==> config.mk <==
export PLATFORM = sky130hd
export DESIGN_NAME = svn_sqrt
export DESIGN_NICKNAME = d
export VERILOG_FILES = /design/src/svn_pkg.sv /design/src/svn_sqrt.sv
export SDC_FILE = /design/constraint.sdc
export NUM_CORES = 1
export LEC_CHECK = 0
export BUFFER_PORTS_ARGS = -buffer_cell sky130_fd_sc_hd__clkbuf_2
export CAP_MARGIN = 5
export CORE_ASPECT_RATIO = 2
export CORE_MARGIN = 3
export CORE_UTILIZATION = 48
export CTS_BUF_LIST = sky130_fd_sc_hd__clkbuf_8 sky130_fd_sc_hd__clkbuf_16
export CTS_CLUSTER_SIZE = 14
export DETAILED_ROUTE_END_ITERATION = 16
export PLACE_DENSITY = 0.72
export SYNTH_ARGS = -nofsm -noshare
export SYNTH_HDL_FRONTEND = slang
export SYNTH_SLANG_ARGS = --single-unit
==> constraint.sdc <==
create_clock -name clk -period 6.3 [get_ports clk]
set_input_delay 1.26 -clock clk [delete_from_list [all_inputs] [get_ports clk]]
set_output_delay 1.26 -clock clk [all_outputs]
set_load 0.005 [all_outputs]
==> src/svn_pkg.sv <==
// svn_pkg: shared types and fixed constants of the spin vector normalizer
// no dependencies
`default_nettype none

package svn_pkg;

  localparam int FRAC_BITS = 13;              // q2.13 fraction
  localparam int QUOT_BITS = 14;              // quotient magnitude range 0..8192
  localparam int OUT_BITS  = 15;              // signed result width
  localparam logic [OUT_BITS-1:0] ONE_Q13 = 15'sd8192;

  // pipeline control that travels with each stage
  typedef struct packed {
    logic adv;   // whole pipeline moves this cycle
    logic vld;   // stage holds a live item
  } pipe_ctl_t;

endpackage

`default_nettype wire

==> src/svn_sqrt.sv <==
// svn_sqrt: pipelined integer square root, one root bit per stage
// depends on svn_pkg
`default_nettype none

module svn_sqrt #(
  parameter int CB = 16,
  parameter int PW = 8
) (
  input  wire logic                 clk,
  input  wire logic                 rst_n,
  input  wire svn_pkg::pipe_ctl_t   ctl_in,
  input  wire logic [2*CB-1:0]      rad_in,
  input  wire logic [PW-1:0]        pay_in,
  output      svn_pkg::pipe_ctl_t   ctl_out,
  output      logic [CB-1:0]        root_out,
  output      logic [PW-1:0]        pay_out
);

  localparam int RW = CB + 2;

  logic [RW-1:0]   rem_r  [CB];
  logic [CB-1:0]   root_r [CB];
  logic [2*CB-1:0] rad_r  [CB];
  logic [PW-1:0]   pay_r  [CB];
  logic [CB-1:0]   vld_r;

  for (genvar s = 0; s < CB; s++) begin : g_stage
    logic [RW-1:0]   rem_p;
    logic [CB-1:0]   root_p;
    logic [2*CB-1:0] rad_p;
    logic [PW-1:0]   pay_p;
    logic            vld_p;
    logic [RW-1:0]   rem_sh;
    logic [RW-1:0]   trial;
    logic            ge;

    if (s == 0) begin : g_first
      assign rem_p  = '0;
      assign root_p = '0;
      assign rad_p  = rad_in;
      assign pay_p  = pay_in;
      assign vld_p  = ctl_in.vld;
    end else begin : g_rest
      assign rem_p  = rem_r[s-1];
      assign root_p = root_r[s-1];
      assign rad_p  = rad_r[s-1];
      assign pay_p  = pay_r[s-1];
      assign vld_p  = vld_r[s-1];
    end

    // bring down the next two radicand bits, try root*4+1
    assign rem_sh = {rem_p[RW-3:0], rad_p[2*CB-1 -: 2]};
    assign trial  = {root_p, 2'b01};
    assign ge     = rem_sh >= trial;

    always_ff @(posedge clk) begin
      if (!rst_n) begin
        vld_r[s] <= 1'b0;
      end else if (ctl_in.adv) begin
        vld_r[s] <= vld_p;
      end
      if (ctl_in.adv) begin
        rem_r[s]  <= ge ? rem_sh - trial : rem_sh;
        root_r[s] <= {root_p[CB-2:0], ge};
        rad_r[s]  <= {rad_p[2*CB-3:0], 2'b00};
        pay_r[s]  <= pay_p;
      end
    end
  end

  assign ctl_out.adv = ctl_in.adv;
  assign ctl_out.vld = vld_r[CB-1];
  assign root_out    = root_r[CB-1];
  assign pay_out     = pay_r[CB-1];

endmodule

`default_nettype wire

==> results_dict.tcl <==
set metrics [dict create \
    outcome "complete, no violations" \
    slew_headroom 0.2533 \
    power.density_mw_per_mm2 336.8 \
    drt-initial-drc-count 827 \
    skew_ns 0.02128 \
    min_period_ns 3.575 \
    synth_top_area_frac 0.6871 \
    synth_cells 2179 \
    clock_latency_ns 0.61 \
    ctsRootBufferMaster "clkbuf_16" \
    stdcell_count 3202 \
    setup.worst_path.end_class "flip-flop" \
    cts_inserted_buffers 67 \
    dp_slack_ns 2.919 \
    grt_pass1_vias 18130 \
    vias 17210 \
    p_leak_nw 13.42 \
    synth_ff_type "edfxtp_1" \
    routed_wl_mm 57.20 \
    async_reset_ff_frac 0 \
    hold_violations 0 \
    area_delta_synth_final_pct 10.66 \
    arrival_ns 3.93 \
    final_max_slew_viol_count 0 \
    rsz0062_at_grt "no" \
    cts_resized 0 \
    worst_slew_pin_slew_ns 1.120 \
    drt-pass1-iter-count 5 \
    cp_max_fo 26 \
    antenna_found_initial 1 \
    path_class "reg2reg" \
    crit_path_frequent_cell "a21oi_1" \
    htreeDepth 3 \
    ys_seq_area_frac 0.6971 \
    start_util 0.4877 \
    timing.final.ws_setup_ns 2.725 \
    wl_per_cell_um 17.87 \
    ir_drop_mv 0.2632 \
    globalRouteOverflowTotal 0 \
    start_kind "flip-flop" \
    io_pins 70 \
    core_region_area_mm2 0.06524 \
    setup-violations-final 0 \
    fin_crit_sh 0.5674 \
    grt_pass1_wl_mm 88.69 \
    maxCapViolations 0 \
    fin_nets 2488 \
    drive_above_1_share 0.09695 \
    cp_slowest_cell "o211a_1" \
    diodes 0 \
    grt_use_total 0.1616 \
    max_freq_mhz 279.7 \
    fp.dieW_um 188.1 \
    drt.antenna.violating_nets 0 \
    synth-warning-count 0 \
    worstPathRequired_ns 6.66 \
    std_cell_rows 132 \
    gp_congestion 0.9179 \
    fill_cells 5155 \
    dieArea_mm2 0.06960 \
    syn-cell-area_mm2 0.03182 \
    yosysUniqueCellTypes 81 \
    final.setup.tns_ns 0 \
    cts_buffer_depth 3 \
    numPortBuffers 69 \
    vias_per_cell 5.376 \
    synth-seq-cells 744 \
    dpl.hpwl_mm 39.79 \
    grt_start_max_net_pins 189 \
    die_h_um 370.1 \
    critPathMaxStageDelay_ns 0.75 \
    path_cells "ha_1 -> nor2b_1 -> o31ai_1 -> a21oi_1 -> a21oi_1 -> o211a_1 -> mux2_2" \
    hold_path_class "reg2reg" \
    yosys-top-cells-area "edfxtp_1 (69%), ha_1 (6.0%), xnor2_1 (2.4%)" \
    cts.clk_slew.worst_paths_ns 0.07 \
    cts_tree "built" \
    placed_cells 3094 \
    drc_errors 0 \
    synth_top_cell_by_area "edfxtp_1" \
    postCtsSetupRepairBufs 0 \
    avgSynthCellArea_um2 14.60 \
    cts_hold_buf 0 \
    cts.sinks 744 \
    syn-num-nets 2375 \
    synth_edf_count 728 \
]
-- registers in the layout, indices dropped and copies added (netlist names) --
| name | cells |
|---|---|
| rad_r | 240 |
| g_stage.vld_p | 15 |
| rem_r | 224 |
| pay_r | 128 |
| root_r | 136 |
| ctl_out | 1 |
-- critical path, delay by kind of cell (launching register included) --
kind            cells  cell delay [ns]
flops               1             0.43
mux                 1             0.41
simple gates        1             0.18
compound gates      4             1.91
fa+ha+maj           1             0.40
-- logic make-up after synthesis --
kind of cell               Yosys count  synth area share
other                                1         0.0001179
muxes                               56           0.01907
adders and majority gates          152           0.05977
DFF                                744            0.6971
xor gates and xnor gates           160           0.04404
and+or+nand+nor                    471           0.07637
buffers and inverters              213           0.02646
AOI/OAI and AO/OA                  382           0.07704
-- synthesized netlist by cell type (all sizes together), types with 4 or more instances --
cell	count
o211ai	14
and2	5
o21ai	84
mux2i	19
ha	152
a31o	4
xnor2	89
nand2b	18
and3	10
o21bai	7
or3	20
nor2b	42
a21o	33
nor4	13
or2	13
nor3	63
buf	16
o31ai	11
nor2	132
edfxtp	728
inv	181
xor2	71
o21a	38
and4	4
a2111oi	5
a31oi	10
a21boi	7
dfxtp	16
nand2	72
mux2	37
nand4	13
a211oi	5
or4	10
o31a	4
nand3	34
nand3b	9
clkbuf	15
a21oi	134
nand4b	8
-- per-layer routing --
metal  part of all wire  vias to the layer above  routed length [um]  GRT usage
met4              0.052                        0                2955    0.08826
met3              0.030                      164                1727    0.02244
met5                  0                        -                   0          0
met1               0.30                     8405               17130     0.1244
li1                   -                     8300                   -          -
met2               0.62                      344               35390     0.3575
-- layout make-up --
cell class / count / area (um2) / area share
Tap cell: 871 / 1090 / 0.03095
Clock inverter: 40 / 309.0 / 0.008777
Inverter: 182 / 683.2 / 0.01940
Sequential cell: 744 / 22180 / 0.6300
Clock buffer: 68 / 1702 / 0.04833
Timing Repair Buffer: 75 / 450.4 / 0.01279
Multi-Input combinational cell: 1222 / 8795 / 0.2498
-- report_power, final --
group | leakage, nW | switching, mW | internal, mW | total (mW)
Combinational | 5.25 | 0.992 | 0.746 | 1.74
Sequential | 7.13 | 0.260 | 6.07 | 6.33
Clock | 1.04 | 1.74 | 2.06 | 3.79
Total | 13.4 | 2.99 | 8.87 | 11.9
-- through the flow --
stage / power (mW) / cell area (um2) / utilization / hold WS [ns]
2_1_floorplan: 7.591 / 31820 / - / 0.4003
3_3_place_gp: 8.066 / 33200 / 0.5089 / 0.4006
3_5_place_dp: 8.161 / 33200 / 0.5089 / 0.4045
4_1_cts: 11.97 / 35210 / 0.5397 / 0.4051
5_1_grt: 12.38 / 35210 / 0.5397 / 0.4104
6_report: 11.86 / 35210 / 0.5397 / 0.4007
-- cells in the final DEF (no fill, tap or decap), types with 5 or more instances in the layout --
cell type	netlist	layout
nor4_1	11	11
dfxtp_1	16	16
mux2i_1	19	19
o21a_1	38	38
nor2_1	132	132
nand3b_1	7	7
or3_1	20	20
a211oi_1	5	5
or4_1	8	8
edfxtp_1	728	728
nand3_1	34	34
o211ai_1	13	13
nor3_1	62	62
a31oi_1	8	8
nand4_1	13	13
nand2b_1	18	18
or2_2	10	10
xor2_1	71	71
o21ai_0	83	83
xnor2_1	89	89
nand4b_1	8	8
inv_1	181	197
and3_1	10	10
o31ai_1	10	10
a21oi_1	134	134
clkbuf_16	0	68
and2_1	5	5
mux2_2	36	36
clkinv_2	0	6
nand2_1	72	72
o21bai_1	6	6
ha_1	152	152
clkbuf_2	0	68
clkinv_1	1	10
a21o_1	33	33
a21boi_0	6	6
nor2b_1	42	42
-- worst paths after layout --
path | depth (start not counted) | endpoint | start | slack [ns]
worst max-delay path | 7 | rem_r[1][58] | rem_r[1][36] | 2.73
worst min-delay path | 0 | rad_r[1][59] | rad_r[1][27] | 0.40
worst max register to register | 7 | rem_r[1][58] | rem_r[1][36] | 2.73
worst min register to register | 0 | rad_r[1][59] | rad_r[1][27] | 0.40
Power figures use the tool's default switching activity.
