File: config.mk
export PLATFORM = sky130hd
export DESIGN_NAME = svn_div_lane
export DESIGN_NICKNAME = d
export VERILOG_FILES = /design/src/svn_pkg.sv /design/src/svn_div_lane.sv
export SDC_FILE = /design/constraint.sdc
export NUM_CORES = 1
export LEC_CHECK = 0
export BUFFER_PORTS_ARGS = -buffer_cell sky130_fd_sc_hd__buf_4
export CAP_MARGIN = 20
export CORE_UTILIZATION = 35
export CTS_CLUSTER_DIAMETER = 100
export DETAILED_ROUTE_END_ITERATION = 7
export MAX_ROUTING_LAYER = met4
export PLACE_DENSITY = 0.58
export SETUP_SLACK_MARGIN = 0.05
export SLEW_MARGIN = 20
export SYNTH_ARGS = -nofsm -noshare
export SYNTH_HDL_FRONTEND = slang
export SYNTH_SLANG_ARGS = --single-unit
File: constraint.sdc
create_clock -name clk -period 6.44 [get_ports clk]
set_input_delay 1.288 -clock clk [delete_from_list [all_inputs] [get_ports clk]]
set_output_delay 1.288 -clock clk [all_outputs]
set_load 0.1 [all_outputs]
File: src/svn_pkg.sv
// svn_pkg: shared types and fixed constants of the spin vector normalizer
// no dependencies
`default_nettype none

package svn_pkg;

  localparam int FRAC_BITS = 13;              // q2.13 fraction
  localparam int QUOT_BITS = 14;              // quotient magnitude range 0..8192
  localparam int OUT_BITS  = 15;              // signed result width
  localparam logic [OUT_BITS-1:0] ONE_Q13 = 15'sd8192;

  // pipeline control that travels with each stage
  typedef struct packed {
    logic adv;   // whole pipeline moves this cycle
    logic vld;   // stage holds a live item
  } pipe_ctl_t;

endpackage

`default_nettype wire

File: src/svn_div_lane.sv
// svn_div_lane: one component lane, pipelined restoring divide of mag*8192 by len
// depends on svn_pkg
`default_nettype none

module svn_div_lane #(
  parameter int CB = 16
) (
  input  wire logic                               clk,
  input  wire logic                               rst_n,
  input  wire svn_pkg::pipe_ctl_t                 ctl_in,
  input  wire logic [CB-1:0]                      mag_in,
  input  wire logic                               neg_in,
  input  wire logic [CB-1:0]                      len_in,
  output      svn_pkg::pipe_ctl_t                 ctl_out,
  output      logic [svn_pkg::QUOT_BITS-1:0]      quot_out,
  output      logic                               neg_out,
  output      logic                               zero_out
);

  localparam int QB = svn_pkg::QUOT_BITS;
  localparam int NW = CB + svn_pkg::FRAC_BITS;

  logic [NW-1:0] rem_r  [QB];
  logic [QB-1:0] quot_r [QB];
  logic [CB-1:0] len_r  [QB];
  logic [QB-1:0] neg_r;
  logic [QB-1:0] vld_r;

  for (genvar k = 0; k < QB; k++) begin : g_stage
    logic [NW-1:0] rem_p;
    logic [QB-1:0] quot_p;
    logic [CB-1:0] len_p;
    logic          neg_p;
    logic          vld_p;
    logic [NW-1:0] dsh;
    logic          ge;

    if (k == 0) begin : g_first
      assign rem_p  = {mag_in, {svn_pkg::FRAC_BITS{1'b0}}};
      assign quot_p = '0;
      assign len_p  = len_in;
      assign neg_p  = neg_in;
      assign vld_p  = ctl_in.vld;
    end else begin : g_rest
      assign rem_p  = rem_r[k-1];
      assign quot_p = quot_r[k-1];
      assign len_p  = len_r[k-1];
      assign neg_p  = neg_r[k-1];
      assign vld_p  = vld_r[k-1];
    end

    // divisor aligned to quotient bit QB-1-k
    assign dsh = NW'(len_p) << (QB - 1 - k);
    assign ge  = rem_p >= dsh;

    always_ff @(posedge clk) begin
      if (!rst_n) begin
        vld_r[k] <= 1'b0;
      end else if (ctl_in.adv) begin
        vld_r[k] <= vld_p;
      end
      if (ctl_in.adv) begin
        rem_r[k]  <= ge ? rem_p - dsh : rem_p;
        quot_r[k] <= {quot_p[QB-2:0], ge};
        len_r[k]  <= len_p;
        neg_r[k]  <= neg_p;
      end
    end
  end

  assign ctl_out.adv = ctl_in.adv;
  assign ctl_out.vld = vld_r[QB-1];
  assign quot_out    = quot_r[QB-1];
  assign neg_out     = neg_r[QB-1];
  assign zero_out    = len_r[QB-1] == '0;

endmodule

`default_nettype wire

==> report_table.html, run 1 <==
<table>
<tr><th>Metric</th><th>Value</th></tr>
<tr><th colspan="2">Timing</th></tr>
<tr><td>Worst clock skew</td><td>0.0327 ns</td></tr>
<tr><td>Smallest hold slack</td><td>0.413 ns</td></tr>
<tr><td>Share of the cycle needed by the critical path after routing</td><td>0.586</td></tr>
<tr><td>Hold violation total from the final report</td><td>0</td></tr>
<tr><td>Max Clk Rate</td><td>265 MHz</td></tr>
<tr><td>Transition time of the tightest slew-check pin</td><td>0.985 ns</td></tr>
<tr><td>Headroom to the max-slew limit</td><td>0.343</td></tr>
<tr><td>Final Slew Violations</td><td>0</td></tr>
<tr><td>Clock period minus worst slack</td><td>3.77 ns</td></tr>
<tr><td>Setup repair after global routing missed its margin</td><td>no</td></tr>
<tr><td>Final setup violation count</td><td>0</td></tr>
<tr><td>Total negative slack</td><td>0 ns</td></tr>
<tr><th colspan="2">Routing</th></tr>
<tr><td>Wirelength, routed</td><td>63100 um</td></tr>
<tr><td>Detailed router's first-iteration violation count</td><td>1128</td></tr>
<tr><td>Average wire per cell in the routed design</td><td>14.4 um</td></tr>
<tr><td>First-pass iteration count of the detailed router</td><td>7</td></tr>
<tr><td>DRC violation count after routing</td><td>0</td></tr>
<tr><td>Antenna-violating nets left</td><td>0</td></tr>
<tr><td>Total vias in the final route</td><td>21500</td></tr>
<tr><td>Via-to-Cell Ratio</td><td>4.93</td></tr>
<tr><th colspan="2">Yosys</th></tr>
<tr><td>Share of the synthesized area in the top cell type</td><td>0.556</td></tr>
<tr><td>Synthesized cell area</td><td>0.0340 mm^2</td></tr>
<tr><td>Dominant cell type by area after synthesis</td><td>sky130_fd_sc_hd__edfxtp_1</td></tr>
<tr><td>Register area share after synthesis</td><td>0.565</td></tr>
<tr><td>Synth warn</td><td>0</td></tr>
<tr><td>Synthesized area per cell</td><td>11.5 um^2</td></tr>
<tr><td>Number of enable flip-flop cells after synthesis</td><td>629</td></tr>
<tr><td>Area contributors post-synth</td><td>sky130_fd_sc_hd__edfxtp_1 (56%), sky130_fd_sc_hd__ha_1 (8.2%), sky130_fd_sc_hd__xor2_1 (3.4%)</td></tr>
<tr><td>Number of distinct library cells after synthesis</td><td>74</td></tr>
<tr><td>Number of standard cells after synthesis</td><td>2940</td></tr>
<tr><td>Asr flop ratio synth</td><td>0</td></tr>
<tr><td>Flip-flop and latch count after synthesis</td><td>643</td></tr>
<tr><td>Prevailing post-synth register cell</td><td>sky130_fd_sc_hd__edfxtp_1</td></tr>
<tr><td>Number of nets in the synthesized netlist</td><td>3213</td></tr>
<tr><th colspan="2">Die</th></tr>
<tr><td>Die Outline Area</td><td>0.0983 mm^2</td></tr>
<tr><td>I/O pin cnt</td><td>55</td></tr>
<tr><td>Core footprint</td><td>0.0956 mm^2</td></tr>
<tr><td>Number of placement rows</td><td>113</td></tr>
<tr><td>Die Height</td><td>313 um</td></tr>
<tr><td>Initial core utilization</td><td>0.355</td></tr>
<tr><td>Horizontal die dimension</td><td>313 um</td></tr>
<tr><th colspan="2">Placed design</th></tr>
<tr><td>Placer's final routability congestion estimate</td><td>0.888</td></tr>
<tr><td>Port buffer count</td><td>54</td></tr>
<tr><td>Detail Placement HPWL</td><td>46300 um</td></tr>
<tr><td>Instance area at placement</td><td>0.0360 mm^2</td></tr>
<tr><th colspan="2">Clock tree</th></tr>
<tr><td>Buffer count from post-CTS setup fixing</td><td>0</td></tr>
<tr><td>Worst skew pair latency</td><td>0.64 ns</td></tr>
<tr><td>Max H-tree Level</td><td>3</td></tr>
<tr><td>Count of instances resized after the clock tree is built</td><td>0</td></tr>
<tr><td>Reg clk slew, reported paths</td><td>0.06 ns</td></tr>
<tr><td>CTS tree</td><td>done</td></tr>
<tr><td>Hold_buf cts</td><td>0</td></tr>
<tr><td>Buffer type at the clock tree root</td><td>sky130_fd_sc_hd__clkbuf_16</td></tr>
<tr><td>CTS Buffer Depth</td><td>3</td></tr>
<tr><td>CTS sink cnt</td><td>643</td></tr>
<tr><td>Clock buffers created by TritonCTS</td><td>79</td></tr>
<tr><th colspan="2">Worst hold path</th></tr>
<tr><td>Class of the most critical hold timing path</td><td>reg -&gt; reg</td></tr>
<tr><th colspan="2">Final layout</th></tr>
<tr><td>Net count reported at finish</td><td>3316</td></tr>
<tr><td>Post-Layout Inst Area</td><td>0.0386 mm^2</td></tr>
<tr><td>Antenna diode count</td><td>0</td></tr>
<tr><td>Fraction of final layout cells sized beyond drive strength 1</td><td>0.0798</td></tr>
<tr><td>Area added between synthesis and finish</td><td>13.6%</td></tr>
<tr><th colspan="2">Critical path</th></tr>
<tr><td>Kind of end point of the critical path</td><td>flip-flop</td></tr>
<tr><td>Biggest fanout along the worst timing path</td><td>24</td></tr>
<tr><td>Type of origin of the critical path</td><td>input pin</td></tr>
<tr><td>WP data arrival</td><td>4.16 ns</td></tr>
<tr><td>Required @ worst endpoint</td><td>6.83 ns</td></tr>
<tr><td>Category of the critical setup timing path</td><td>in -&gt; reg</td></tr>
<tr><th colspan="2">Pwr</th></tr>
<tr><td>Clock power share</td><td>0.274</td></tr>
<tr><td>Sw Share</td><td>0.328</td></tr>
<tr><td>Fraction of power consumed by sequential logic</td><td>0.399</td></tr>
<tr><td>Internal portion of total power</td><td>10700 uW</td></tr>
<tr><td>VDD IR max</td><td>0.175 mV</td></tr>
<tr><td>Power per cell area</td><td>414 mW/mm^2</td></tr>
<tr><td>Static power due to leakage</td><td>0.0150 uW</td></tr>
<tr><td>Switching pwr</td><td>5240 uW</td></tr>
<tr><td>Logic pwr share</td><td>0.327</td></tr>
<tr><th colspan="2">Global route</th></tr>
<tr><td>Initial antenna violation count</td><td>0</td></tr>
<tr><td>Number of global-route vias before repair</td><td>22300</td></tr>
<tr><td>Total congestion overflow</td><td>0</td></tr>
<tr><td>Maximum number of pins on one net before global-route repair</td><td>175</td></tr>
<tr><td>Tot GR Track Use</td><td>0.134</td></tr>
<tr><td>Wire length of the first global-routing pass</td><td>105000 um</td></tr>
<tr><th colspan="2">Job</th></tr>
<tr><td>Count of maximum capacitance violations</td><td>0</td></tr>
<tr><th colspan="2">Status</th></tr>
<tr><td>Run status</td><td>finished, final reports clean</td></tr>
</table>
-- cell usage in the layout (no fill, tap or decap), types with 15 or more instances in the layout --
cell type,n
sky130_fd_sc_hd__o21ai_0,210
sky130_fd_sc_hd__buf_4,70
sky130_fd_sc_hd__o21a_1,32
sky130_fd_sc_hd__a21o_1,82
sky130_fd_sc_hd__or3_1,29
sky130_fd_sc_hd__nor2b_1,33
sky130_fd_sc_hd__o31ai_1,25
sky130_fd_sc_hd__a31oi_1,15
sky130_fd_sc_hd__edfxtp_1,629
sky130_fd_sc_hd__nor3_1,63
sky130_fd_sc_hd__ha_1,223
sky130_fd_sc_hd__o21bai_1,23
sky130_fd_sc_hd__mux2i_1,15
sky130_fd_sc_hd__nand3_1,41
sky130_fd_sc_hd__nor2_1,177
sky130_fd_sc_hd__xor2_1,131
sky130_fd_sc_hd__nand4_1,27
sky130_fd_sc_hd__and3_1,23
sky130_fd_sc_hd__nand2b_1,38
sky130_fd_sc_hd__a211oi_1,21
sky130_fd_sc_hd__clkinv_2,15
sky130_fd_sc_hd__clkbuf_16,81
sky130_fd_sc_hd__nand2_1,248
sky130_fd_sc_hd__nor4_1,33
sky130_fd_sc_hd__a21oi_1,173
sky130_fd_sc_hd__mux2_2,27
sky130_fd_sc_hd__clkinv_1,17
sky130_fd_sc_hd__inv_1,281
sky130_fd_sc_hd__o211ai_1,19
sky130_fd_sc_hd__xnor2_1,90
-- synthesized netlist by cell type, types with 7 or more instances --
cell and instances:
sky130_fd_sc_hd__edfxtp_1 629, sky130_fd_sc_hd__inv_1 281, sky130_fd_sc_hd__nand2_1 248, sky130_fd_sc_hd__ha_1 223, sky130_fd_sc_hd__o21ai_0 210, sky130_fd_sc_hd__nor2_1 177, sky130_fd_sc_hd__a21oi_1 175, sky130_fd_sc_hd__xor2_1 131
sky130_fd_sc_hd__xnor2_1 90, sky130_fd_sc_hd__a21o_1 82, sky130_fd_sc_hd__nor3_1 64, sky130_fd_sc_hd__clkbuf_1 44, sky130_fd_sc_hd__nand3_1 41, sky130_fd_sc_hd__nand2b_1 38, sky130_fd_sc_hd__nor2b_1 33, sky130_fd_sc_hd__nor4_1 33
sky130_fd_sc_hd__o21a_1 32, sky130_fd_sc_hd__or3_1 29, sky130_fd_sc_hd__mux2_2 27, sky130_fd_sc_hd__nand4_1 27, sky130_fd_sc_hd__o31ai_1 25, sky130_fd_sc_hd__and3_1 23, sky130_fd_sc_hd__o21bai_1 23, sky130_fd_sc_hd__a211oi_1 22
sky130_fd_sc_hd__o211ai_1 19, sky130_fd_sc_hd__a31oi_1 16, sky130_fd_sc_hd__mux2i_1 15, sky130_fd_sc_hd__dfxtp_1 14, sky130_fd_sc_hd__and2_1 13, sky130_fd_sc_hd__fa_1 13, sky130_fd_sc_hd__or4_1 13, sky130_fd_sc_hd__or2_2 11
sky130_fd_sc_hd__o31a_1 8, sky130_fd_sc_hd__a31o_2 7
-- layer usage --
| metal | vias to the layer above | track usage | routed length [um] |
|---|---|---|---|
| met3 | 174 | 0.0221 | 2040 |
| met2 | 352 | 0.259 | 34500 |
| met4 | 0 | 0.0753 | 3180 |
| met1 | 10000 | 0.125 | 23400 |
| li1 | 11000 | - | - |
| met5 | - | - | 0 |
-- sequential cells by signal, summed over array words and instances, names as in the netlist --
name	cells
len_r	224
rem_r	286
g_stage.neg_p	13
g_stage.vld_p	13
neg_out	1
ctl_out	1
quot_r	105
-- power by group through the flow --
stage | sequential (uW) | clock (uW) | combinational (uW)
floorplan | 6300 | 0 | 4060
finish | 6380 | 4370 | 5220
detailed placement | 6460 | 0 | 5230
CTS | 6380 | 4540 | 5240
global route | 6490 | 4700 | 5900
global placement | 6460 | 0 | 5180
-- worst max-delay path, stage by stage --
cell and delay, ns:
sky130_fd_sc_hd__buf_4 0.08, sky130_fd_sc_hd__inv_1 0.03, sky130_fd_sc_hd__ha_1 0.21, sky130_fd_sc_hd__fa_1 0.42, sky130_fd_sc_hd__nor2b_1 0.12, sky130_fd_sc_hd__o21ai_0 0.13
sky130_fd_sc_hd__a21o_1 0.24, sky130_fd_sc_hd__a2111oi_0 0.40, sky130_fd_sc_hd__buf_4 0.22, sky130_fd_sc_hd__o31ai_1 0.09, sky130_fd_sc_hd__a21oi_2 0.24, sky130_fd_sc_hd__buf_4 0.32
sky130_fd_sc_hd__mux2_2 0.36
-- cell families (layout without fill, tap and decap cells) --
logic type	count (synthesis)	count (layout)	share of synthesized area
compound gates	684	684	0.126
xor+xnor	221	221	0.0570
fa+ha+maj	236	236	0.0898
buf+inv	332	500	0.0370
flops	643	643	0.565
mux	44	44	0.0140
simple gates	780	780	0.111
-- path summary, 6_finish.rpt --
path              slack (ns)           from  cells past startpoint            end
hold reg to reg         0.41   quot_r[1][3]                      0  quot_r[1][18]
hold / removal          0.41   quot_r[1][3]                      0  quot_r[1][18]
setup reg to reg        2.80  rem_r[0][217]                     11   rem_r[1][24]
setup / recovery        2.67      mag_in[0]                     13   rem_r[0][16]
-- through the flow --
stage | total power (uW) | utilization | setup slack [ns] | cells
floorplan | 10400 | - | 2.23 | 2940
global placement | 11600 | 0.376 | 2.02 | 4227
detailed placement | 11700 | 0.376 | 2.00 | 4227
CTS | 16200 | 0.404 | 2.71 | 4373
global route | 17100 | 0.404 | 2.52 | 4373
finish | 16000 | 0.404 | 2.67 | 4373
-- final cells by class --
class                           count  area (um^2)
Fill cell                        9122        57000
Sequential cell                   643        19200
Multi-Input combinational cell   1965        13600
Clock buffer                       96         2090
Tap cell                         1265         1580
Inverter                          281         1050
Timing Repair Buffer               73          581
Clock inverter                     50          527
No activity file was read; power rests on OpenSTA's default activity.
==> run 2: changes to the inputs <==
--- a/config.mk
+++ b/config.mk
@@ -11,7 +11,7 @@
 export CTS_CLUSTER_DIAMETER = 100
 export DETAILED_ROUTE_END_ITERATION = 7
 export MAX_ROUTING_LAYER = met4
-export PLACE_DENSITY = 0.58
+export PLACE_DENSITY = 0.6
 export SETUP_SLACK_MARGIN = 0.05
 export SLEW_MARGIN = 20
 export SYNTH_ARGS = -nofsm -noshare
==> constraint.sdc (replaced) <==
create_clock -name clk -period 3.2 [get_ports clk]
set_input_delay 0.64 -clock clk [delete_from_list [all_inputs] [get_ports clk]]
set_output_delay 0.64 -clock clk [all_outputs]
set_load 0.1 [all_outputs]
==> run 2 against run 1 <==
  * Final area rose by 3.0%
  * Routed wire length grew 1.9%
  * Critical endpoint is now rem_r[1][139]
  * Via count increased by 2.7%
  * Largest power group unchanged
==> report_table.html, run 2 (same netlist as run 1, synthesis figures left out) <==
<table>
<tr><th>Metric</th><th>Value</th></tr>
<tr><th colspan="2">Status</th></tr>
<tr><td>Run status</td><td>finished, final reports clean</td></tr>
<tr><th colspan="2">Die</th></tr>
<tr><td>Core footprint</td><td>0.0956 mm^2</td></tr>
<tr><td>Die Height</td><td>313 um</td></tr>
<tr><td>Number of placement rows</td><td>113</td></tr>
<tr><td>Horizontal die dimension</td><td>313 um</td></tr>
<tr><td>I/O pin cnt</td><td>55</td></tr>
<tr><td>Die Outline Area</td><td>0.0983 mm^2</td></tr>
<tr><td>Initial core utilization</td><td>0.355</td></tr>
<tr><th colspan="2">Routing</th></tr>
<tr><td>Total vias in the final route</td><td>22100</td></tr>
<tr><td>Average wire per cell in the routed design</td><td>14.3 um</td></tr>
<tr><td>First-pass iteration count of the detailed router</td><td>5</td></tr>
<tr><td>Via-to-Cell Ratio</td><td>4.92</td></tr>
<tr><td>DRC violation count after routing</td><td>0</td></tr>
<tr><td>Wirelength, routed</td><td>64300 um</td></tr>
<tr><td>Antenna-violating nets left</td><td>0</td></tr>
<tr><td>Detailed router's first-iteration violation count</td><td>1046</td></tr>
<tr><th colspan="2">Timing</th></tr>
<tr><td>Headroom to the max-slew limit</td><td>0.492</td></tr>
<tr><td>Clock period minus worst slack</td><td>3.09 ns</td></tr>
<tr><td>Hold violation total from the final report</td><td>0</td></tr>
<tr><td>Setup repair after global routing missed its margin</td><td>yes</td></tr>
<tr><td>Max Clk Rate</td><td>324 MHz</td></tr>
<tr><td>Share of the cycle needed by the critical path after routing</td><td>0.965</td></tr>
<tr><td>Transition time of the tightest slew-check pin</td><td>0.762 ns</td></tr>
<tr><td>Final setup violation count</td><td>0</td></tr>
<tr><td>Worst clock skew</td><td>0.0229 ns</td></tr>
<tr><td>Final Slew Violations</td><td>0</td></tr>
<tr><th colspan="2">Pwr</th></tr>
<tr><td>Static power due to leakage</td><td>0.0156 uW</td></tr>
<tr><td>VDD IR max</td><td>0.410 mV</td></tr>
<tr><td>Power per cell area</td><td>814 mW/mm^2</td></tr>
<tr><th colspan="2">Global route</th></tr>
<tr><td>Number of global-route vias before repair</td><td>22400</td></tr>
<tr><td>Maximum number of pins on one net before global-route repair</td><td>132</td></tr>
<tr><td>Total congestion overflow</td><td>0</td></tr>
<tr><td>Wire length of the first global-routing pass</td><td>106000 um</td></tr>
<tr><td>Tot GR Track Use</td><td>0.135</td></tr>
<tr><td>Initial antenna violation count</td><td>0</td></tr>
<tr><th colspan="2">Worst hold path</th></tr>
<tr><td>Class of the most critical hold timing path</td><td>in -&gt; reg</td></tr>
<tr><th colspan="2">Critical path</th></tr>
<tr><td>Kind of end point of the critical path</td><td>flip-flop</td></tr>
<tr><td>Biggest fanout along the worst timing path</td><td>7</td></tr>
<tr><td>Buffers &amp; Inverters on Critical Path</td><td>2</td></tr>
<tr><td>Slowest stage cell on the critical path</td><td>sky130_fd_sc_hd__or4_1</td></tr>
<tr><td>Type of origin of the critical path</td><td>flip-flop</td></tr>
<tr><td>Minimum setup slack among reg-to-reg paths</td><td>0.11 ns</td></tr>
<tr><td>Largest stage delay on the critical path</td><td>0.56 ns</td></tr>
<tr><td>Category of the critical setup timing path</td><td>reg -&gt; reg</td></tr>
<tr><td>WP data arrival</td><td>3.45 ns</td></tr>
<tr><td>CP Cell Sequence</td><td>or4_1, or3_4, or3_1, a311o_1, a2111oi_4, buf_6, nor4_1, buf_4, xor2_1</td></tr>
<tr><td>Delay-heaviest family, CP</td><td>simple AND/OR/NAND/NOR gates</td></tr>
<tr><td>Required @ worst endpoint</td><td>3.56 ns</td></tr>
<tr><th colspan="2">Placed design</th></tr>
<tr><td>Placer's final routability congestion estimate</td><td>0.879</td></tr>
<tr><td>Port buffer count</td><td>54</td></tr>
<tr><td>Instance area at placement</td><td>0.0370 mm^2</td></tr>
<tr><td>Detail Placement HPWL</td><td>48000 um</td></tr>
<tr><th colspan="2">Final layout</th></tr>
<tr><td>Filler cell count</td><td>9084</td></tr>
<tr><td>Antenna diode count</td><td>0</td></tr>
<tr><td>Register ranked first by flip-flop count</td><td>rem_r</td></tr>
<tr><td>Post-Layout Inst Area</td><td>0.0397 mm^2</td></tr>
<tr><td>Number of flip-flops in the largest register</td><td>286</td></tr>
<tr><td>Post-layout utilization of the core</td><td>0.416</td></tr>
<tr><td>Commonest cells after routing, fill and taps aside</td><td>sky130_fd_sc_hd__edfxtp_1 (629), sky130_fd_sc_hd__inv_1 (281), sky130_fd_sc_hd__nand2_1 (247), sky130_fd_sc_hd__ha_1 (217), sky130_fd_sc_hd__o21ai_0 (206)</td></tr>
<tr><td>Most common library cell in the layout ignoring fill and taps</td><td>sky130_fd_sc_hd__edfxtp_1</td></tr>
<tr><td>Registers with the highest flip-flop counts</td><td>rem_r: 286 flops, len_r: 224 flops, quot_r: 105 flops</td></tr>
<tr><td>Area added between synthesis and finish</td><td>17.0%</td></tr>
<tr><td>Net count reported at finish</td><td>3451</td></tr>
<tr><td>Fraction of final layout cells sized beyond drive strength 1</td><td>0.128</td></tr>
<tr><th colspan="2">Clock tree</th></tr>
<tr><td>CTS Buffer Depth</td><td>3</td></tr>
<tr><td>Max H-tree Level</td><td>3</td></tr>
<tr><td>CTS tree</td><td>done</td></tr>
<tr><td>Worst skew pair latency</td><td>0.63 ns</td></tr>
<tr><td>CTS sink cnt</td><td>643</td></tr>
<tr><td>Clock buffers created by TritonCTS</td><td>76</td></tr>
<tr><td>Buffer type at the clock tree root</td><td>sky130_fd_sc_hd__clkbuf_16</td></tr>
<tr><td>Reg clk slew, reported paths</td><td>0.06 ns</td></tr>
<tr><td>Hold_buf cts</td><td>0</td></tr>
<tr><th colspan="2">Job</th></tr>
<tr><td>Count of maximum capacitance violations</td><td>0</td></tr>
</table>
==> run 2: cell count changes in the layout (fill, tap and decap cells not counted), moves of 6 or more <==
cell	delta
sky130_fd_sc_hd__buf_12	+10
sky130_fd_sc_hd__buf_4	+125
sky130_fd_sc_hd__ha_1	-6
sky130_fd_sc_hd__clkbuf_1	+6
sky130_fd_sc_hd__nor3_2	+10
sky130_fd_sc_hd__nor3_1	-10
==> run 2: path summary, 6_finish.rpt <==
check	to	cells after the start	start
hold / removal	len_r[0][2]	1	len_in[2]
hold reg to reg	quot_r[1][17]	0	quot_r[1][2]
setup / recovery	rem_r[1][139]	9	rem_r[1][107]
setup reg to reg	rem_r[1][139]	9	rem_r[1][107]
==> run 2: what timing repair did <==
action	4_1_cts	5_1_grt
gates resized for setup	4	51
gates cloned	0	2
pin swaps	0	18
setup buffers	0	11
endpoints found under the setup margin	7	92
==> run 2: final cells by class <==
class,instances,area (um^2),area share
Timing Repair Buffer,211,1740,0.0438
Inverter,281,1050,0.0266
Clock inverter,36,289,0.00728
Multi-Input combinational cell,1965,13800,0.349
Tap cell,1265,1580,0.0399
Clock buffer,99,2040,0.0514
Sequential cell,643,19200,0.483
==> run 2: power by group <==
group | switching [uW] | internal [uW] | total (uW)
registers | 1020 | 11800 | 12800
clock network | 3340 | 4740 | 8080
logic | 6220 | 5210 | 11400
total | 10600 | 21700 | 32300
==> run 2: per-stage QoR <==
step | hold WS [ns] | setup slack, ns | cells | total power [uW] | setup TNS (ns)
floorplan | 0.400 | 0.0826 | 2940 | 20900 | 0
global placement | 0.400 | -0.158 | 4352 | 23900 | -1.15
detailed placement | 0.405 | -0.181 | 4352 | 24100 | -1.40
CTS | 0.152 | 0.0567 | 4487 | 32400 | 0
global route | 0.168 | -0.000782 | 4500 | 34600 | -0.000782
finish | 0.196 | 0.113 | 4500 | 32300 | 0
==> run 2: per-layer routing <==
layer / global-route usage / wire [um] / vias to the layer above / part of all wire
met2: 0.262 / 35400 / 308 / 0.55
li1: - / - / 11200 / -
met1: 0.122 / 23400 / 10400 / 0.36
met3: 0.0223 / 2060 / 178 / 0.032
met5: - / 0 / - / 0
met4: 0.0792 / 3490 / 0 / 0.054
==> run 3: changes to the inputs <==
--- a/config.mk
+++ b/config.mk
@@ -10,6 +10,7 @@
 export CORE_UTILIZATION = 35
 export CTS_CLUSTER_DIAMETER = 100
 export DETAILED_ROUTE_END_ITERATION = 7
+export GPL_TIMING_DRIVEN = 0
 export MAX_ROUTING_LAYER = met4
 export PLACE_DENSITY = 0.6
 export SETUP_SLACK_MARGIN = 0.05
==> run 3 against run 2 <==
  * Setup slack got worse by 0.0055 ns
  * Final cell count down 1.5%
  * Routed wire length is 4.7% higher
  * Die area is the same
  * Clock skew increased by 0.0026 ns
  * Sequential share of layout area is 0.26 points higher
  * Final area is 0.55% lower
  * First-iteration DRC count grew 3.2%
  * Combinational power hardly changed
  * Clock power up 8.9%
  * Critical path type unchanged
  * Critical endpoint is now rem_r[1][96]
  * Largest power group unchanged
  * Highest routed layer unchanged
==> report_table.html, run 3 (same netlist as run 1, synthesis figures left out) <==
<table>
<tr><th>Metric</th><th>Value</th></tr>
<tr><th colspan="2">Clock tree</th></tr>
<tr><td>Max H-tree Level</td><td>3</td></tr>
<tr><td>Clock buffers created by TritonCTS</td><td>80</td></tr>
<tr><td>CTS sink cnt</td><td>643</td></tr>
<tr><td>CTS tree</td><td>done</td></tr>
<tr><td>Worst skew pair latency</td><td>0.64 ns</td></tr>
<tr><td>CTS Buffer Depth</td><td>3</td></tr>
<tr><td>Buffer type at the clock tree root</td><td>sky130_fd_sc_hd__clkbuf_16</td></tr>
<tr><td>Reg clk slew, reported paths</td><td>0.05 ns</td></tr>
<tr><th colspan="2">Pwr</th></tr>
<tr><td>Fraction of power consumed by sequential logic</td><td>0.391</td></tr>
<tr><td>Sw Share</td><td>0.330</td></tr>
<tr><td>Power per cell area</td><td>831 mW/mm^2</td></tr>
<tr><td>VDD IR max</td><td>0.351 mV</td></tr>
<tr><td>Logic pwr share</td><td>0.341</td></tr>
<tr><td>Clock power share</td><td>0.268</td></tr>
<tr><td>Internal portion of total power</td><td>22000 uW</td></tr>
<tr><td>Switching pwr</td><td>10800 uW</td></tr>
<tr><td>Static power due to leakage</td><td>0.0153 uW</td></tr>
<tr><th colspan="2">Routing</th></tr>
<tr><td>DRC violation count after routing</td><td>0</td></tr>
<tr><td>Total routed wire length on the met1 layer</td><td>23400 um</td></tr>
<tr><td>Wirelength, routed</td><td>67300 um</td></tr>
<tr><td>Via-to-Cell Ratio</td><td>4.97</td></tr>
<tr><td>Total vias in the final route</td><td>22000</td></tr>
<tr><td>Average wire per cell in the routed design</td><td>15.2 um</td></tr>
<tr><td>Detailed route wirelength on metal2</td><td>37700 um</td></tr>
<tr><td>Antenna-violating nets left</td><td>0</td></tr>
<tr><td>First-pass iteration count of the detailed router</td><td>5</td></tr>
<tr><td>Detailed router's first-iteration violation count</td><td>1079</td></tr>
<tr><td>Length of routed met3 wiring</td><td>1980 um</td></tr>
<tr><td>Highest metal layer with signal wires</td><td>met4</td></tr>
<tr><th colspan="2">Worst hold path</th></tr>
<tr><td>Worst hold path startpoint</td><td>neg_in</td></tr>
<tr><td>Class of the most critical hold timing path</td><td>in -&gt; reg</td></tr>
<tr><th colspan="2">Global route</th></tr>
<tr><td>Number of global-route vias before repair</td><td>22600</td></tr>
<tr><td>Tot GR Track Use</td><td>0.141</td></tr>
<tr><td>Initial antenna violation count</td><td>0</td></tr>
<tr><td>Maximum number of pins on one net before global-route repair</td><td>109</td></tr>
<tr><td>Total congestion overflow</td><td>0</td></tr>
<tr><td>Wire length of the first global-routing pass</td><td>108000 um</td></tr>
<tr><th colspan="2">Timing</th></tr>
<tr><td>Worst clock skew</td><td>0.0255 ns</td></tr>
<tr><td>Share of the cycle needed by the critical path after routing</td><td>0.967</td></tr>
<tr><td>Hold violation total from the final report</td><td>0</td></tr>
<tr><td>Headroom to the max-slew limit</td><td>0.466</td></tr>
<tr><td>Transition time of the tightest slew-check pin</td><td>0.791 ns</td></tr>
<tr><td>Final Slew Violations</td><td>0</td></tr>
<tr><td>Final setup violation count</td><td>0</td></tr>
<tr><td>Setup repair after global routing missed its margin</td><td>yes</td></tr>
<tr><td>Clock period minus worst slack</td><td>3.09 ns</td></tr>
<tr><td>Max Clk Rate</td><td>323 MHz</td></tr>
<tr><th colspan="2">Critical path</th></tr>
<tr><td>Timing startpoint of the critical path</td><td>rem_r[1][79]</td></tr>
<tr><td>Largest stage delay on the critical path</td><td>0.55 ns</td></tr>
<tr><td>Buffers &amp; Inverters on Critical Path</td><td>2</td></tr>
<tr><td>Most Frequent Cell on Critical Path</td><td>sky130_fd_sc_hd__or4_1</td></tr>
<tr><td>Type of origin of the critical path</td><td>flip-flop</td></tr>
<tr><td>Kind of end point of the critical path</td><td>flip-flop</td></tr>
<tr><td>WP data arrival</td><td>3.48 ns</td></tr>
<tr><td>Delay-heaviest family, CP</td><td>simple AND/OR/NAND/NOR gates</td></tr>
<tr><td>Slowest stage cell on the critical path</td><td>sky130_fd_sc_hd__or4_1</td></tr>
<tr><td>Required @ worst endpoint</td><td>3.58 ns</td></tr>
<tr><td>Crit Reg-Reg Startpoint</td><td>rem_r[1][79]</td></tr>
<tr><td>Biggest fanout along the worst timing path</td><td>5</td></tr>
<tr><td>CP Cell Sequence</td><td>or4_1, or2_2, or4_1, and3_1, nand4b_4, buf_12, buf_4, mux2_2</td></tr>
<tr><td>Category of the critical setup timing path</td><td>reg -&gt; reg</td></tr>
<tr><th colspan="2">Die</th></tr>
<tr><td>Die Outline Area</td><td>0.0983 mm^2</td></tr>
<tr><td>Die Height</td><td>313 um</td></tr>
<tr><td>I/O pin cnt</td><td>55</td></tr>
<tr><td>Number of placement rows</td><td>113</td></tr>
<tr><td>Horizontal die dimension</td><td>313 um</td></tr>
<tr><td>Core footprint</td><td>0.0956 mm^2</td></tr>
<tr><td>Initial core utilization</td><td>0.355</td></tr>
<tr><th colspan="2">Placed design</th></tr>
<tr><td>Port buffer count</td><td>54</td></tr>
<tr><td>Instance area at placement</td><td>0.0362 mm^2</td></tr>
<tr><td>Placer's final routability congestion estimate</td><td>0.909</td></tr>
<tr><td>Detail Placement HPWL</td><td>49700 um</td></tr>
<tr><th colspan="2">Final layout</th></tr>
<tr><td>Antenna diode count</td><td>0</td></tr>
<tr><td>Filler cell count</td><td>9016</td></tr>
<tr><td>Post-Layout Inst Area</td><td>0.0395 mm^2</td></tr>
<tr><td>Registers with the highest flip-flop counts</td><td>rem_r: 286 flops, len_r: 224 flops, quot_r: 105 flops</td></tr>
<tr><td>Area added between synthesis and finish</td><td>16.3%</td></tr>
<tr><td>Register ranked first by flip-flop count</td><td>rem_r</td></tr>
<tr><td>Number of flip-flops in the largest register</td><td>286</td></tr>
<tr><td>Fraction of final layout cells sized beyond drive strength 1</td><td>0.114</td></tr>
<tr><td>Post-layout utilization of the core</td><td>0.413</td></tr>
<tr><td>Most common library cell in the layout ignoring fill and taps</td><td>sky130_fd_sc_hd__edfxtp_1</td></tr>
<tr><td>Commonest cells after routing, fill and taps aside</td><td>sky130_fd_sc_hd__edfxtp_1 (629), sky130_fd_sc_hd__inv_1 (281), sky130_fd_sc_hd__nand2_1 (247), sky130_fd_sc_hd__ha_1 (217), sky130_fd_sc_hd__o21ai_0 (205)</td></tr>
<tr><td>Net count reported at finish</td><td>3382</td></tr>
<tr><th colspan="2">Job</th></tr>
<tr><td>Count of maximum capacitance violations</td><td>0</td></tr>
<tr><th colspan="2">Status</th></tr>
<tr><td>Run status</td><td>finished, final reports clean</td></tr>
</table>
-- run 3: cell count changes in the layout (fill, tap and decap cells not counted), moves of 5 or more --
cell | before | now
sky130_fd_sc_hd__bufinv_16 | 3 | 8
sky130_fd_sc_hd__buf_12 | 12 | 1
sky130_fd_sc_hd__clkbuf_2 | 0 | 16
sky130_fd_sc_hd__buf_16 | 0 | 7
sky130_fd_sc_hd__clkbuf_4 | 0 | 6
sky130_fd_sc_hd__buf_4 | 195 | 86
sky130_fd_sc_hd__clkbuf_1 | 20 | 26
-- run 3: final timing paths --
kind	to	slack [ns]	cells after the start
min	g_stage[1].neg_p	0.20	1
min reg2reg	quot_r[1][66]	0.41	0
max reg2reg	rem_r[1][96]	0.11	8
max	rem_r[1][96]	0.11	8
-- run 3: layout make-up --
type	count	area, um^2	area share
flip-flops and latches	643	19200	0.485
multi-input cells	1965	14000	0.355
clock buffers	94	2100	0.0531
well taps	1265	1580	0.0401
inverters	281	1050	0.0267
repair buffers	91	843	0.0213
clock inverters	47	485	0.0123
plain buffers	47	254	0.00643
-- run 3: routing by layer --
metal / GRT usage / vias to the layer above
li1: - / 11100
met1: 0.120 / 10400
met2: 0.277 / 355
met4: 0.0901 / 0
met3: 0.0251 / 224
met5: - / -
-- run 3: worst register-to-register path: cells and delay by family (launching register included) --
family / cells / cell delay, ns
buffers and inverters: 2 / 0.24
AND/OR/NAND/NOR: 5 / 1.84
multiplexers: 1 / 0.32
flip-flops: 1 / 0.43
-- run 3: power by group through the flow --
| stage | clock network, uW | logic (uW) | registers (uW) |
|---|---|---|---|
| after global placement | 0 | 10400 | 13000 |
| final | 8800 | 11200 | 12800 |
| after floorplan | 0 | 8180 | 12700 |
| after CTS | 9140 | 10900 | 12800 |
| after global routing | 9410 | 12500 | 13000 |
| after detailed placement | 0 | 10500 | 13000 |
-- run 3: repair_timing --
item	4_1_cts	5_1_grt
buffers inserted	22	9
cloned	0	0
hold buffers	0	0
setup endpoints to repair	224	158
pin swaps	11	14
gates resized for setup	80	69
-- run 3: through the flow --
step	worst slack (ns)	setup TNS [ns]	cells	total power [uW]	hold slack, ns
after floorplan	0.0826	0	2940	20900	0.400
after global placement	-4.49	-2382.63	4259	23500	0.400
after detailed placement	-0.667	-102.27	4266	23500	0.405
after CTS	0.0528	0	4427	32900	0.131
after global routing	0.0115	0	4433	35000	0.147
final	0.107	0	4433	32800	0.197
